**src/rtl/core/wsfr_pkg.sv**
```systemverilog
// Shared types and constants for the WebSocket frame receiver.
package wsfr_pkg;

  localparam int unsigned FIFO_DEPTH = 4;
  localparam logic [15:0] CAPACITY_RESET = 16'd4096;

  typedef enum logic [2:0] {
    KIND_DATA  = 3'd0,
    KIND_CTRL  = 3'd1,
    KIND_DONE  = 3'd2,
    KIND_PONG  = 3'd3,
    KIND_CLOSE = 3'd4
  } kind_t;

  typedef enum logic [1:0] {
    WHY_NORMAL = 2'd0,
    WHY_PROTO  = 2'd1,
    WHY_BIG    = 2'd2
  } why_t;

  typedef enum logic [2:0] {
    PH_HEAD0   = 3'd0,
    PH_HEAD1   = 3'd1,
    PH_EXT     = 3'd2,
    PH_MASK    = 3'd3,
    PH_PAYLOAD = 3'd4
  } phase_t;

  typedef struct packed {
    kind_t       kind;
    logic [7:0]  payload_byte;
    logic        is_text;
    logic [15:0] message_length;
    why_t        close_reason;
    logic        last;
  } result_t;

endpackage

```
**src/rtl/core/wsfr_if.sv**
```systemverilog
// Handshake channels of the WebSocket frame receiver.
interface wsfr_rx_if;
  logic       valid;
  logic       ready;
  logic       operation;
  logic [7:0] rx_byte;
  modport source (output valid, output operation, output rx_byte, input ready);
  modport sink (input valid, input operation, input rx_byte, output ready);
endinterface

interface wsfr_ev_if;
  logic                valid;
  logic                ready;
  wsfr_pkg::kind_t     kind;
  logic [7:0]          payload_byte;
  logic                is_text;
  logic [15:0]         message_length;
  wsfr_pkg::why_t      close_reason;
  logic                last;
  modport source (output valid, output kind, output payload_byte, output is_text,
                  output message_length, output close_reason, output last,
                  input ready);
  modport sink (input valid, input kind, input payload_byte, input is_text,
                input message_length, input close_reason, input last,
                output ready);
endinterface

interface wsfr_cfg_if;
  logic        valid;
  logic        ready;
  logic [15:0] data;
  modport source (output valid, output data, input ready);
  modport sink (input valid, input data, output ready);
endinterface

```
**src/rtl/core/websocket_frame_receiver_top.sv**
```systemverilog
// Top level of the WebSocket frame receiver (client-to-server deframer).
//
// rx carries one request per received byte (operation 0) or a new-connection
// marker (operation 1), which clears frame and message state and reopens.
// ev carries zero, one or two results per request: data byte, control byte, message
// complete, pong requested or close requested, with last on the final result
// of each input byte. cfg writes message_capacity (reset 4096); write only
// while the block is idle.
// Each byte is handled in the cycle it is accepted by the parser; its results
// are written into a small result queue whose head drives ev. One byte can be
// taken every cycle while each byte makes at most one result and ev is not
// stalled; a byte making two results shows them on ev one after the other.
// rx.ready drops when the queue lacks room for two results, so a stalled sink
// backs up rx and no result is lost. Reset empties the queue, restores the
// capacity and clears all parser state except the mask key.
module websocket_frame_receiver_top #(
  parameter int unsigned FIFO_DEPTH = wsfr_pkg::FIFO_DEPTH
) (
  input logic      clk,
  input logic      rst,
  wsfr_rx_if.sink  rx,
  wsfr_ev_if.source ev,
  wsfr_cfg_if.sink cfg
);

  logic [15:0]       capacity;
  logic              accept;
  logic              room_for_two;
  logic              not_empty;
  logic [1:0]        res_count;
  wsfr_pkg::result_t res0, res1, head;

  assign cfg.ready = 1'b1;
  assign rx.ready  = room_for_two;
  assign accept    = rx.valid && room_for_two;

  always_ff @(posedge clk) begin
    if (rst) begin
      capacity <= wsfr_pkg::CAPACITY_RESET;
    end else if (cfg.valid) begin
      capacity <= cfg.data;
    end
  end

  wsfr_parser u_parser (
    .clk       (clk),
    .rst       (rst),
    .accept    (accept),
    .operation (rx.operation),
    .rx_byte   (rx.rx_byte),
    .capacity  (capacity),
    .res0      (res0),
    .res1      (res1),
    .res_count (res_count)
  );

  wsfr_result_fifo #(
    .DEPTH (FIFO_DEPTH)
  ) u_fifo (
    .clk          (clk),
    .rst          (rst),
    .push_count   (res_count),
    .push0        (res0),
    .push1        (res1),
    .pop          (ev.ready),
    .head         (head),
    .not_empty    (not_empty),
    .room_for_two (room_for_two)
  );

  assign ev.valid          = not_empty;
  assign ev.kind           = head.kind;
  assign ev.payload_byte   = head.payload_byte;
  assign ev.is_text        = head.is_text;
  assign ev.message_length = head.message_length;
  assign ev.close_reason   = head.close_reason;
  assign ev.last           = head.last;

endmodule

```
**src/rtl/core/wsfr_result_fifo.sv**
```systemverilog
// Small result queue: up to two pushes and one pop per cycle.
module wsfr_result_fifo #(
  parameter int unsigned DEPTH = wsfr_pkg::FIFO_DEPTH
) (
  input  logic              clk,
  input  logic              rst,
  input  logic [1:0]        push_count,
  input  wsfr_pkg::result_t push0,
  input  wsfr_pkg::result_t push1,
  input  logic              pop,
  output wsfr_pkg::result_t head,
  output logic              not_empty,
  output logic              room_for_two
);

  localparam int unsigned PTR_W = $clog2(DEPTH);
  localparam int unsigned CNT_W = $clog2(DEPTH + 1);

  wsfr_pkg::result_t mem [DEPTH];
  logic [PTR_W-1:0] wptr, rptr, wptr_plus1;
  logic [CNT_W-1:0] count, count_next;
  logic             do_pop;

  function automatic logic [PTR_W-1:0] wrap_inc(input logic [PTR_W-1:0] p);
    return (p == PTR_W'(DEPTH - 1)) ? '0 : p + PTR_W'(1);
  endfunction

  assign wptr_plus1   = wrap_inc(wptr);
  assign head         = mem[rptr];
  assign not_empty    = (count != '0);
  assign room_for_two = (count <= CNT_W'(DEPTH - 2));
  assign do_pop       = pop && not_empty;
  assign count_next   = count + CNT_W'(push_count) - CNT_W'(do_pop);

  always_ff @(posedge clk) begin
    if (rst) begin
      wptr  <= '0;
      rptr  <= '0;
      count <= '0;
    end else begin
      count <= count_next;
      if (do_pop) begin
        rptr <= wrap_inc(rptr);
      end
      case (push_count)
        2'd1:    wptr <= wptr_plus1;
        2'd2:    wptr <= wrap_inc(wptr_plus1);
        default: wptr <= wptr;
      endcase
    end
  end

  always_ff @(posedge clk) begin
    if (push_count != 2'd0) begin
      mem[wptr] <= push0;
    end
    if (push_count == 2'd2) begin
      mem[wptr_plus1] <= push1;
    end
  end

endmodule

```
**src/rtl/core/wsfr_parser.sv**
```systemverilog
// Frame parser: header, length, mask key, unmasking and event generation.
module wsfr_parser (
  input  logic              clk,
  input  logic              rst,
  input  logic              accept,
  input  logic              operation,
  input  logic [7:0]        rx_byte,
  input  logic [15:0]       capacity,
  output wsfr_pkg::result_t res0,
  output wsfr_pkg::result_t res1,
  output logic [1:0]        res_count
);

  localparam logic [3:0] OP_CONT   = 4'h0;
  localparam logic [3:0] OP_TEXT   = 4'h1;
  localparam logic [3:0] OP_BINARY = 4'h2;
  localparam logic [3:0] OP_CLOSE  = 4'h8;
  localparam logic [3:0] OP_PING   = 4'h9;
  localparam logic [3:0] OP_PONG   = 4'hA;
  localparam logic [6:0] LEN_EXT16 = 7'd126;
  localparam logic [6:0] LEN_EXT64 = 7'd127;
  localparam logic [1:0] MSG_NONE  = 2'd0;
  localparam logic [1:0] MSG_TEXT  = 2'd1;

  wsfr_pkg::phase_t phase, phase_next;
  logic [3:0]  frame_opcode, frame_opcode_next;
  logic        frame_final, frame_final_next;
  logic        frame_is_control, frame_is_control_next;
  logic [1:0]  ext_len_left, ext_len_left_next;
  logic [7:0]  mask_key [4];
  logic [1:0]  mask_index, mask_index_next;
  logic [15:0] payload_index, payload_index_next;
  logic [15:0] payload_total, payload_total_next;
  logic [1:0]  message_type, message_type_next;
  logic [15:0] message_count, message_count_next;
  logic        closed, closed_next;

  logic              key_we;
  logic              emit_byte;
  wsfr_pkg::kind_t   byte_kind;
  logic [7:0]        plain;
  logic              fend;
  logic              close_now;
  wsfr_pkg::why_t    close_why;
  logic              evt_valid;
  wsfr_pkg::result_t evt, byte_res;
  logic              clr;
  logic              new_conn;

  always_comb begin
    phase_next            = phase;
    frame_opcode_next     = frame_opcode;
    frame_final_next      = frame_final;
    frame_is_control_next = frame_is_control;
    ext_len_left_next     = ext_len_left;
    mask_index_next       = mask_index;
    payload_index_next    = payload_index;
    payload_total_next    = payload_total;
    message_type_next     = message_type;
    message_count_next    = message_count;
    closed_next           = closed;
    key_we    = 1'b0;
    emit_byte = 1'b0;
    byte_kind = wsfr_pkg::KIND_DATA;
    plain     = rx_byte ^ mask_key[payload_index[1:0]];
    fend      = 1'b0;
    close_now = 1'b0;
    close_why = wsfr_pkg::WHY_NORMAL;
    evt_valid = 1'b0;
    evt       = '0;
    clr       = 1'b0;
    new_conn  = accept && operation;

    if (accept && !operation && !closed) begin
      unique case (phase)
        wsfr_pkg::PH_HEAD0: begin
          frame_final_next      = rx_byte[7];
          frame_opcode_next     = rx_byte[3:0];
          frame_is_control_next = rx_byte[3];
          phase_next            = wsfr_pkg::PH_HEAD1;
          if (rx_byte[3]) begin
            if (!rx_byte[7]) begin
              close_now = 1'b1;
              close_why = wsfr_pkg::WHY_PROTO;
            end
          end else begin
            case (rx_byte[3:0]) inside
              OP_CONT: begin
                if (message_type == MSG_NONE) begin
                  close_now = 1'b1;
                  close_why = wsfr_pkg::WHY_PROTO;
                end
              end
              OP_TEXT, OP_BINARY: begin
                if (message_type != MSG_NONE) begin
                  close_now = 1'b1;
                  close_why = wsfr_pkg::WHY_PROTO;
                end else begin
                  message_type_next  = rx_byte[1:0];
                  message_count_next = '0;
                end
              end
              default: begin
                close_now = 1'b1;
                close_why = wsfr_pkg::WHY_PROTO;
              end
            endcase
          end
        end
        wsfr_pkg::PH_HEAD1: begin
          if (!rx_byte[7]) begin
            close_now = 1'b1;
            close_why = wsfr_pkg::WHY_PROTO;
          end else if (frame_is_control && rx_byte[6:0] >= LEN_EXT16) begin
            close_now = 1'b1;
            close_why = wsfr_pkg::WHY_PROTO;
          end else if (rx_byte[6:0] == LEN_EXT64) begin
            close_now = 1'b1;
            close_why = wsfr_pkg::WHY_BIG;
          end else if (rx_byte[6:0] == LEN_EXT16) begin
            payload_total_next = '0;
            ext_len_left_next  = 2'd2;
            phase_next         = wsfr_pkg::PH_EXT;
          end else begin
            payload_total_next = {9'd0, rx_byte[6:0]};
            ext_len_left_next  = 2'd0;
            phase_next         = wsfr_pkg::PH_MASK;
          end
        end
        wsfr_pkg::PH_EXT: begin
          payload_total_next = {payload_total[7:0], rx_byte};
          ext_len_left_next  = ext_len_left - 2'd1;
          if (ext_len_left_next == 2'd0) begin
            if (!frame_is_control &&
                ({1'b0, message_count} + {1'b0, payload_total_next} >
                 {1'b0, capacity})) begin
              close_now = 1'b1;
              close_why = wsfr_pkg::WHY_BIG;
            end else begin
              phase_next = wsfr_pkg::PH_MASK;
            end
          end
        end
        wsfr_pkg::PH_MASK: begin
          key_we          = 1'b1;
          mask_index_next = mask_index + 2'd1;
          if (mask_index_next == 2'd0) begin
            if (payload_total == '0) begin
              fend = 1'b1;
            end else begin
              phase_next = wsfr_pkg::PH_PAYLOAD;
            end
          end
        end
        wsfr_pkg::PH_PAYLOAD: begin
          if (frame_is_control) begin
            emit_byte = 1'b1;
            byte_kind = wsfr_pkg::KIND_CTRL;
          end else if (message_count < capacity) begin
            emit_byte          = 1'b1;
            message_count_next = message_count + 16'd1;
          end
          payload_index_next = payload_index + 16'd1;
          if (payload_index_next >= payload_total) begin
            fend = 1'b1;
          end
        end
        default: begin
          clr = 1'b1;
        end
      endcase

      if (fend) begin
        clr = 1'b1;
        if (frame_is_control) begin
          case (frame_opcode)
            OP_CLOSE: begin
              close_now = 1'b1;
              close_why = wsfr_pkg::WHY_NORMAL;
            end
            OP_PING: begin
              evt_valid = 1'b1;
              evt.kind  = wsfr_pkg::KIND_PONG;
            end
            OP_PONG: ;
            default: begin
              close_now = 1'b1;
              close_why = wsfr_pkg::WHY_PROTO;
            end
          endcase
        end else if (frame_final) begin
          evt_valid          = 1'b1;
          evt.kind           = wsfr_pkg::KIND_DONE;
          evt.is_text        = (message_type == MSG_TEXT);
          evt.message_length = message_count_next;
          message_type_next  = MSG_NONE;
          message_count_next = '0;
        end
      end

      if (close_now) begin
        clr              = 1'b1;
        closed_next      = 1'b1;
        evt_valid        = 1'b1;
        evt              = '0;
        evt.kind         = wsfr_pkg::KIND_CLOSE;
        evt.close_reason = close_why;
      end
    end

    if (clr || new_conn) begin
      phase_next            = wsfr_pkg::PH_HEAD0;
      frame_opcode_next     = '0;
      frame_final_next      = 1'b0;
      frame_is_control_next = 1'b0;
      ext_len_left_next     = '0;
      mask_index_next       = '0;
      payload_index_next    = '0;
      payload_total_next    = '0;
    end
    if (new_conn) begin
      message_type_next  = MSG_NONE;
      message_count_next = '0;
      closed_next        = 1'b0;
    end

    byte_res              = '0;
    byte_res.kind         = byte_kind;
    byte_res.payload_byte = plain;
    byte_res.last         = !evt_valid;
    evt.last              = 1'b1;

    res_count = {1'b0, emit_byte} + {1'b0, evt_valid};
    res0      = emit_byte ? byte_res : evt;
    res1      = evt;
  end

  always_ff @(posedge clk) begin
    if (rst) begin
      phase            <= wsfr_pkg::PH_HEAD0;
      frame_opcode     <= '0;
      frame_final      <= 1'b0;
      frame_is_control <= 1'b0;
      ext_len_left     <= '0;
      mask_index       <= '0;
      payload_index    <= '0;
      payload_total    <= '0;
      message_type     <= MSG_NONE;
      message_count    <= '0;
      closed           <= 1'b0;
    end else begin
      phase            <= phase_next;
      frame_opcode     <= frame_opcode_next;
      frame_final      <= frame_final_next;
      frame_is_control <= frame_is_control_next;
      ext_len_left     <= ext_len_left_next;
      mask_index       <= mask_index_next;
      payload_index    <= payload_index_next;
      payload_total    <= payload_total_next;
      message_type     <= message_type_next;
      message_count    <= message_count_next;
      closed           <= closed_next;
    end
  end

  always_ff @(posedge clk) begin
    if (key_we) begin
      mask_key[mask_index] <= rx_byte;
    end
  end

endmodule
```
**src/flat_wrapper.sv**
```systemverilog
// flat-port wrapper written by rule: the top's interface ports become plain ports
module websocket_frame_receiver_top_flat 
#(
  parameter int unsigned FIFO_DEPTH = wsfr_pkg::FIFO_DEPTH
)
  (clk, rst, rx_valid, rx_operation, rx_rx_byte, rx_ready, ev_valid, ev_kind, ev_payload_byte, ev_is_text, ev_message_length, ev_close_reason, ev_last, ev_ready, cfg_valid, cfg_data, cfg_ready);
  wsfr_rx_if rx_i ();
  wsfr_ev_if ev_i ();
  wsfr_cfg_if cfg_i ();
  input logic clk;
  input logic rst;
  input wire logic [$bits(rx_i.valid)-1:0] rx_valid;
  input wire logic [$bits(rx_i.operation)-1:0] rx_operation;
  input wire logic [$bits(rx_i.rx_byte)-1:0] rx_rx_byte;
  output wire logic [$bits(rx_i.ready)-1:0] rx_ready;
  output wire logic [$bits(ev_i.valid)-1:0] ev_valid;
  output wire logic [$bits(ev_i.kind)-1:0] ev_kind;
  output wire logic [$bits(ev_i.payload_byte)-1:0] ev_payload_byte;
  output wire logic [$bits(ev_i.is_text)-1:0] ev_is_text;
  output wire logic [$bits(ev_i.message_length)-1:0] ev_message_length;
  output wire logic [$bits(ev_i.close_reason)-1:0] ev_close_reason;
  output wire logic [$bits(ev_i.last)-1:0] ev_last;
  input wire logic [$bits(ev_i.ready)-1:0] ev_ready;
  input wire logic [$bits(cfg_i.valid)-1:0] cfg_valid;
  input wire logic [$bits(cfg_i.data)-1:0] cfg_data;
  output wire logic [$bits(cfg_i.ready)-1:0] cfg_ready;
  assign rx_i.valid = rx_valid;
  assign rx_i.operation = rx_operation;
  assign rx_i.rx_byte = rx_rx_byte;
  assign rx_ready = rx_i.ready;
  assign ev_valid = ev_i.valid;
  assign ev_kind = ev_i.kind;
  assign ev_payload_byte = ev_i.payload_byte;
  assign ev_is_text = ev_i.is_text;
  assign ev_message_length = ev_i.message_length;
  assign ev_close_reason = ev_i.close_reason;
  assign ev_last = ev_i.last;
  assign ev_i.ready = ev_ready;
  assign cfg_i.valid = cfg_valid;
  assign cfg_i.data = cfg_data;
  assign cfg_ready = cfg_i.ready;
  websocket_frame_receiver_top #(.FIFO_DEPTH(FIFO_DEPTH)) u_core (.clk(clk), .rst(rst), .rx(rx_i), .ev(ev_i), .cfg(cfg_i));
endmodule
```
**config.mk**
```make
export PLATFORM = sky130hd
export DESIGN_NAME = websocket_frame_receiver_top_flat
export DESIGN_NICKNAME = d
export VERILOG_FILES = /design/src/rtl/core/wsfr_pkg.sv /design/src/rtl/core/wsfr_if.sv /design/src/rtl/core/websocket_frame_receiver_top.sv /design/src/rtl/core/wsfr_result_fifo.sv /design/src/rtl/core/wsfr_parser.sv /design/src/flat_wrapper.sv
export SDC_FILE = /design/constraint.sdc
export NUM_CORES = 1
export LEC_CHECK = 0
export BUFFER_PORTS_ARGS = -buffer_cell sky130_fd_sc_hd__buf_4
export CORE_MARGIN = 10
export CORE_UTILIZATION = 60
export CTS_BUF_LIST = sky130_fd_sc_hd__clkbuf_16
export DETAILED_ROUTE_END_ITERATION = 16
export PLACE_DENSITY_LB_ADDON = 0.12
export SLEW_MARGIN = 20
export SYNTH_ARGS = -nofsm -noshare
export SYNTH_HDL_FRONTEND = slang
export SYNTH_SLANG_ARGS = --single-unit
```
**constraint.sdc**
```tcl
create_clock -name clk -period 13.3 [get_ports clk]
set_input_delay 1.995 -clock clk [delete_from_list [all_inputs] [get_ports clk]]
set_output_delay 1.995 -clock clk [all_outputs]
set_load 0.01 [all_outputs]
```
-- Yosys cells after proc, flatten, opt, wreduce, memory -nomap -nowiden
Memories as Yosys holds them, arrays and structs flattened. A register that Yosys moved wholly into a read port is not among the register bits.
Index checks and enable logic that the tools add are counted.
Widths: inputs -> output; s select.
- flip-flop bits (word level): 87
- memory bits (writable): 156
- bits of input ports: 30
- output and inout port bits: 34
- logic and storage cells: 209
- memories kept: 2
- memory list (memory ; words ; bits a word ; rd ports ; clocked after memory_dff ; write ports ; RTL line ; text):
    u_core.u_fifo.mem ; 4 ; 31 ; 1 ; 1 ; 2 ; wsfr_result_fifo.sv:19 ; wsfr_pkg::result_t mem [DEPTH];
    u_core.u_parser.mask_key ; 4 ; 8 ; 1 ; 1 ; 1 ; wsfr_parser.sv:30 ; logic [7:0] mask_key [4];
- add/subtract/negate cells: 11
- magnitude comparators: 5
- eq/ne operators: 24
- multiplexer cells: 116
- bitwise operators: 1
- reduce and logical (&&, ||, !) cells: 35
- operators with widths (cell ; count):
    $mux 16 ; 12
    $mux 31 ; 3
    $pmux 16 s2 ; 2
    $mux 2 ; 30
    $mux 17 ; 3
    $mux 1 ; 48
    $add 16x1->16 const B ; 2
    $mux 3 ; 10
    $add 16x16->17 ; 1
    $gt 17x16->1 ; 1
    $ge 16x16->1 ; 1
    $logic_not 16->1 ; 1
    $lt 16x16->1 ; 1
    $eq 7x7->1 const B ; 2
    $ne 2x2->1 const B ; 7
    $eq 4x4->1 const B ; 3
    $pmux 2 s2 ; 3
    $pmux 3 s4 ; 1
    $reduce_and 9->1 ; 1
    $add 2x1->2 const B ; 4
    $eq 2x2->1 const B ; 4
    $reduce_and 2->1 ; 4
    $reduce_bool 2->1 ; 4
    $reduce_or 2->1 ; 4
    27 further kinds ; 40

-- Longest topological paths before layout
- word-level depth: 16
- depth in mapped cells: 26
- depth with buffers taken out: 25

-- Modules after synthesis
A second synthesis with hierarchy kept.
- cell total of the unflattened synthesis: 1265
- area, all modules: 14356.3 sq um
- by module, submodules not included (module ; times used ; cells an instance ; area an instance (sq um) ; seq. area each (sq um)):
    wsfr_parser ; 1 ; 846 ; 7233.2 ; 2262.2
    wsfr_result_fifo ; 1 ; 364 ; 6523.8 ; 3903.7
    websocket_frame_receiver_top ; 1 ; 55 ; 599.3 ; 320.3

-- Worst setup path after synthesis
No wires, ideal clock.
- kind: input port to flip-flop
- from: input rx_rx_byte[1]
- to: memory u_core.u_fifo.mem[1][10] in the netlist's numbering, enable pin
- library setup time: 0.361 ns
- arrival: 6.589 ns
- data required time: 12.939 ns
- slack: 6.351 ns
- stages on the path: 21
- path buffers: 3
- cells stage by stage: buf_4 inv_1 fa_1 nand2b_1 a21oi_1 nor2b_1 o21ai_0 xor2_1 ha_1 nand4_1 nor3_1 a2111o_1 a211oi_2 o22ai_1 o31ai_1 nand2_1 ha_1 clkbuf_1 clkbuf_1 a21oi_1 inv_1
- RTL lines (item ; RTL line ; text):
    start, declared ; flat_wrapper.sv:14 ; input wire logic [$bits(rx_i.rx_byte)-1:0] rx_rx_byte;
    end, declared ; wsfr_result_fifo.sv:19 ;

==> impl_results.html <==
<table>
<tr><th>Metric</th><th>Value</th></tr>
<tr><th colspan="2">Power</th></tr>
<tr><td>Switching Power</td><td>508 uW</td></tr>
<tr><td>Proportion of power drawn by flip-flops and latches</td><td>44.0%</td></tr>
<tr><td>Internal Power</td><td>1.41 mW</td></tr>
<tr><td>Switching fraction of total power</td><td>26.4%</td></tr>
<tr><td>Comb power frac</td><td>16.9%</td></tr>
<tr><td>VDD IR-drop max</td><td>0.0910 mV</td></tr>
<tr><td>Clock Power Share</td><td>39.0%</td></tr>
<tr><td>Cell area power density</td><td>131 nW/um^2</td></tr>
<tr><td>Leakage power</td><td>5.45 nW</td></tr>
<tr><th colspan="2">Logic synthesis</th></tr>
<tr><td>Sequential cell area fraction in the yosys report</td><td>46.5%</td></tr>
<tr><td>Syn_nets</td><td>1365</td></tr>
<tr><td>Post-synthesis register bit count</td><td>246</td></tr>
<tr><td>Synthesized instance count</td><td>1248</td></tr>
<tr><td>Post-Syn Area per Cell</td><td>10.6 sq um</td></tr>
<tr><td>Number of synthesized flops with an enable pin</td><td>120</td></tr>
<tr><td>Proportion of synthesized flip-flops having asynchronous set or reset</td><td>0%</td></tr>
<tr><td>Top cell types by occurrence after synthesis</td><td>sky130_fd_sc_hd__nor2_1, sky130_fd_sc_hd__dfxtp_1, sky130_fd_sc_hd__edfxtp_1</td></tr>
<tr><td>Synth Flop Type</td><td>sky130_fd_sc_hd__dfxtp_1</td></tr>
<tr><td>Yosys synthesis warning count</td><td>0</td></tr>
<tr><td>Cell area after technology mapping</td><td>13200 sq um</td></tr>
<tr><td>Post-synth top area share</td><td>27.3%</td></tr>
<tr><td>Top-count cell post-synth</td><td>sky130_fd_sc_hd__nor2_1</td></tr>
<tr><td>Main area contributors after synthesis</td><td>sky130_fd_sc_hd__edfxtp_1, sky130_fd_sc_hd__dfxtp_1, sky130_fd_sc_hd__ha_1</td></tr>
<tr><td>Synth unique cells</td><td>81</td></tr>
<tr><td>Leading area contributor after synthesis</td><td>sky130_fd_sc_hd__edfxtp_1</td></tr>
<tr><th colspan="2">Placement</th></tr>
<tr><td>GPL Wtd Cong</td><td>0.890</td></tr>
<tr><td>Placement Cell Area</td><td>13800 sq um</td></tr>
<tr><td>HPWL after detailed placement</td><td>21800 um</td></tr>
<tr><td>Pre-CTS setup slack</td><td>5.00 ns</td></tr>
<tr><td>Port Buffers</td><td>62</td></tr>
<tr><th colspan="2">Die</th></tr>
<tr><td>Die span in x</td><td>168 um</td></tr>
<tr><td>Die extent in y</td><td>168 um</td></tr>
<tr><td>Boundary Pins</td><td>64</td></tr>
<tr><td>Die Footprint</td><td>28300 sq um</td></tr>
<tr><td>Num rows</td><td>54</td></tr>
<tr><td>Core area</td><td>21700 sq um</td></tr>
<tr><td>Initial standard-cell utilization of the core</td><td>60.8%</td></tr>
<tr><th colspan="2">CTS</th></tr>
<tr><td># H-tree levels</td><td>1</td></tr>
<tr><td>Largest buffer count on any clock path</td><td>3</td></tr>
<tr><td>Number of clock sinks seen by CTS</td><td>246</td></tr>
<tr><td>Clock transition at path regs</td><td>0.06 ns</td></tr>
<tr><td>Number of clock buffers inserted by TritonCTS</td><td>27</td></tr>
<tr><td>Total of cells resized after clock tree synthesis</td><td>0</td></tr>
<tr><td>TritonCTS clock tree</td><td>yes</td></tr>
<tr><td>Clock latency reported for the late side of the worst-skew pair</td><td>0.54 ns</td></tr>
<tr><td>Post-CTS Setup Inserts</td><td>0</td></tr>
<tr><td>Root Buffer Master</td><td>sky130_fd_sc_hd__clkbuf_16</td></tr>
<tr><td>Quantity of hold-fixing buffers added after cts</td><td>0</td></tr>
<tr><th colspan="2">GRT</th></tr>
<tr><td>Number of antenna violations at the first check in global routing</td><td>0</td></tr>
<tr><td>Vias in the first global route</td><td>9472</td></tr>
<tr><td>First-pass GRT wire length</td><td>49700 um</td></tr>
<tr><td>Combined global-route utilization of all metal layers</td><td>21.2%</td></tr>
<tr><td>Overflow left after global routing</td><td>0</td></tr>
<tr><td>Maximum number of pins on one net before global-route repair</td><td>46</td></tr>
<tr><th colspan="2">Timing</th></tr>
<tr><td>Slew of the pin with the lowest slew margin</td><td>1.14 ns</td></tr>
<tr><td>Peak clock frequency supported by timing</td><td>131 MHz</td></tr>
<tr><td>Setup repair after global routing missed its margin</td><td>no</td></tr>
<tr><td>Least setup slack across all paths after layout</td><td>5.65 ns</td></tr>
<tr><td>Slew Limit Headroom</td><td>23.2%</td></tr>
<tr><td>Worst Clk Skew</td><td>0.00973 ns</td></tr>
<tr><td>Number of setup violations in the final report</td><td>0</td></tr>
<tr><td>Ratio of final minimum period to clock period</td><td>57.6%</td></tr>
<tr><td>Worst hold slack</td><td>0.457 ns</td></tr>
<tr><td>Hold violation count in the final report</td><td>0</td></tr>
<tr><td>Min Tclk post-route</td><td>7.65 ns</td></tr>
<tr><td>Count of pins over their slew limit</td><td>0</td></tr>
<tr><td>Setup TNS</td><td>0 ns</td></tr>
<tr><th colspan="2">Routing</th></tr>
<tr><td>Final WL</td><td>30800 um</td></tr>
<tr><td>Number of design-rule violations left by the first detailed-router iteration</td><td>605</td></tr>
<tr><td>Number of iterations in the first detailed-routing pass</td><td>5</td></tr>
<tr><td>WL per Instance</td><td>19.3 um</td></tr>
<tr><td>Via Count</td><td>9656</td></tr>
<tr><td>Drt via density</td><td>6.05</td></tr>
<tr><td>Final routed DRC violation total</td><td>0</td></tr>
<tr><td>Number of nets still failing antenna checks after routing</td><td>0</td></tr>
<tr><th colspan="2">Worst setup path</th></tr>
<tr><td>Biggest fanout along the worst timing path</td><td>22</td></tr>
<tr><td>CP arrival</td><td>7.76 ns</td></tr>
<tr><td>Critical R2R Launch</td><td>u_core.u_parser.message_count[0]</td></tr>
<tr><td>Worst Setup End Kind</td><td>flop</td></tr>
<tr><td>CP Data Required Time</td><td>13.41 ns</td></tr>
<tr><td>Setup crit start</td><td>rx_rx_byte[0]</td></tr>
<tr><td>Worst reg2reg endpoint</td><td>u_core.u_fifo.mem[0][7]</td></tr>
<tr><td>Length in cells of the worst reg-to-reg path</td><td>19</td></tr>
<tr><td>Crit Path Category</td><td>in2reg</td></tr>
<tr><td>Register-to-register setup slack</td><td>6.73 ns</td></tr>
<tr><td>Type of element launching the critical path</td><td>input port</td></tr>
<tr><th colspan="2">Layout</th></tr>
<tr><td>Diode count</td><td>0</td></tr>
<tr><td>Fraction of the core area covered by cells at the end of the flow</td><td>67.7%</td></tr>
<tr><td>Share of cells above drive strength 1</td><td>13.6%</td></tr>
<tr><td>Final net count</td><td>1411</td></tr>
<tr><td>Area added between synthesis and finish</td><td>11.4%</td></tr>
<tr><td>Post-route cell area</td><td>14700 sq um</td></tr>
<tr><th colspan="2">Hold path</th></tr>
<tr><td>Hold_sp</td><td>u_core.u_parser.closed</td></tr>
<tr><td>Worst hold path type</td><td>reg2reg</td></tr>
<tr><td>Worst hold path cell count</td><td>2</td></tr>
<tr><td>Sink of the worst hold path</td><td>u_core.u_parser.closed</td></tr>
<tr><th colspan="2">Run</th></tr>
<tr><td>Max Cap Violations</td><td>0</td></tr>
<tr><th colspan="2">Run status</th></tr>
<tr><td>Result of the run</td><td>completed</td></tr>
</table>
worst max-delay path by stage:
stage                          endpoint  slack (ns)  cells past startpoint
3_5_place_dp   u_core.u_fifo.mem[1][16]        5.00                     20
4_1_cts        u_core.u_fifo.mem[1][13]        5.54                     20
2_1_floorplan  u_core.u_fifo.mem[1][10]        6.35                     21
5_1_grt         u_core.u_fifo.mem[1][8]        5.18                     20
3_3_place_gp   u_core.u_fifo.mem[1][14]        5.16                     20
6_report        u_core.u_fifo.mem[0][7]        5.65                     20
state kept, by name (all words and copies together), names as in the netlist, named ones only:
name and count:
u_core.u_parser.message_type 2, u_core.u_parser.payload_index 16, u_core.u_parser.closed 1, u_core.u_fifo.mem 124, u_core.capacity 16, u_core.u_fifo.rptr 2, u_core.u_fifo.count 3, u_core.u_parser.ext_len_left 2
u_core.u_parser.message_count 16, u_core.u_parser.frame_final 1, u_core.u_parser.phase 3, u_core.u_parser.frame_opcode 4, u_core.u_fifo.wptr 2, u_core.u_parser.mask_key 32, u_core.u_parser.mask_index 2, u_core.u_parser.payload_total 16
kinds of logic after synthesis:
kind of cell | Yosys count | share of synthesized area, %
simple gates | 442 | 15.8
flops | 246 | 46.5
compound gates | 230 | 12.4
buf+inv | 113 | 3.77
fa+ha+maj | 87 | 8.37
mux | 71 | 9.17
xor+xnor | 58 | 3.91
other cells | 1 | 0.0285
cells in the final DEF (no fill, tap or decap), types with 5 or more instances in the layout:
cell | synthesis | layout
sky130_fd_sc_hd__a21oi_1 | 49 | 49
sky130_fd_sc_hd__buf_4 | 2 | 69
sky130_fd_sc_hd__edfxtp_1 | 120 | 120
sky130_fd_sc_hd__nand4_1 | 15 | 15
sky130_fd_sc_hd__and3_1 | 17 | 17
sky130_fd_sc_hd__nand3_1 | 35 | 35
sky130_fd_sc_hd__xnor2_1 | 38 | 38
sky130_fd_sc_hd__xor2_1 | 19 | 19
sky130_fd_sc_hd__nor3_1 | 28 | 28
sky130_fd_sc_hd__nand3b_1 | 5 | 5
sky130_fd_sc_hd__mux4_2 | 39 | 39
sky130_fd_sc_hd__o211ai_1 | 15 | 15
sky130_fd_sc_hd__a21o_1 | 9 | 9
sky130_fd_sc_hd__a22oi_1 | 15 | 15
sky130_fd_sc_hd__a21boi_0 | 6 | 6
sky130_fd_sc_hd__mux2_2 | 8 | 8
sky130_fd_sc_hd__nor4_1 | 7 | 7
sky130_fd_sc_hd__nand2b_1 | 13 | 13
sky130_fd_sc_hd__a21oi_2 | 5 | 5
sky130_fd_sc_hd__o21a_1 | 5 | 5
sky130_fd_sc_hd__o21ai_0 | 31 | 31
sky130_fd_sc_hd__mux2i_1 | 24 | 24
sky130_fd_sc_hd__ha_1 | 85 | 85
sky130_fd_sc_hd__a41oi_1 | 8 | 8
sky130_fd_sc_hd__and2_1 | 7 | 7
sky130_fd_sc_hd__inv_1 | 61 | 67
sky130_fd_sc_hd__o21ai_1 | 6 | 6
sky130_fd_sc_hd__or3_1 | 7 | 7
sky130_fd_sc_hd__a31oi_1 | 7 | 7
sky130_fd_sc_hd__nor2b_1 | 12 | 12
sky130_fd_sc_hd__nand2_1 | 86 | 86
sky130_fd_sc_hd__a211oi_1 | 9 | 9
sky130_fd_sc_hd__a22o_1 | 32 | 32
sky130_fd_sc_hd__clkbuf_16 | 0 | 27
sky130_fd_sc_hd__nor2_1 | 185 | 185
sky130_fd_sc_hd__dfxtp_1 | 126 | 125
sky130_fd_sc_hd__and4_1 | 6 | 6
cell type report:
class	count	area [sq um]
Tap cell	280	350
Clock buffer	27	676
Clock inverter	23	221
Sequential cell	246	6130
Fill cell	1656	7010
Inverter	61	229
Timing Repair Buffer	69	518
Multi-Input combinational cell	889	6560
critical path, stage by stage:
cell,delay (ns)
sky130_fd_sc_hd__buf_4,0.21
sky130_fd_sc_hd__ha_1,0.20
sky130_fd_sc_hd__inv_1,0.06
sky130_fd_sc_hd__fa_1,0.41
sky130_fd_sc_hd__nand2b_1,0.17
sky130_fd_sc_hd__a21oi_1,0.21
sky130_fd_sc_hd__nor2b_1,0.10
sky130_fd_sc_hd__o21ai_0,0.19
sky130_fd_sc_hd__xor2_1,0.18
sky130_fd_sc_hd__ha_1,0.26
sky130_fd_sc_hd__nand4_1,0.11
sky130_fd_sc_hd__nor3_1,0.08
sky130_fd_sc_hd__a2111o_1,0.42
sky130_fd_sc_hd__a211oi_2,0.25
sky130_fd_sc_hd__o22ai_1,0.17
sky130_fd_sc_hd__o31ai_1,0.79
sky130_fd_sc_hd__nand2_1,0.17
sky130_fd_sc_hd__ha_1,0.41
sky130_fd_sc_hd__a21oi_1,0.69
sky130_fd_sc_hd__inv_1,0.66
metal layers:
layer	vias to the layer above	track usage [%]	share of wire [%]
met5	-	0	0
met1	4622	28.6	44
met3	44	3.00	6.4
met4	0	6.17	1.9
met2	307	34.9	47
li1	4683	-	-
power groups by stage:
stage / combinational, mW / sequential, mW / clock (mW)
floorplan: 0.236 / 0.851 / 0
global placement: 0.323 / 0.860 / 0
detailed placement: 0.329 / 0.862 / 0
CTS: 0.330 / 0.846 / 0.763
global route: 0.358 / 0.849 / 0.794
finish: 0.325 / 0.847 / 0.751
stage by stage:
| step | total power, mW | cells |
|---|---|---|
| floorplan | 1.09 | 1248 |
| global placement | 1.18 | 1545 |
| detailed placement | 1.19 | 1545 |
| CTS | 1.94 | 1595 |
| global route | 2.00 | 1595 |
| finish | 1.92 | 1595 |
No activity file was read; power rests on OpenSTA's default activity.
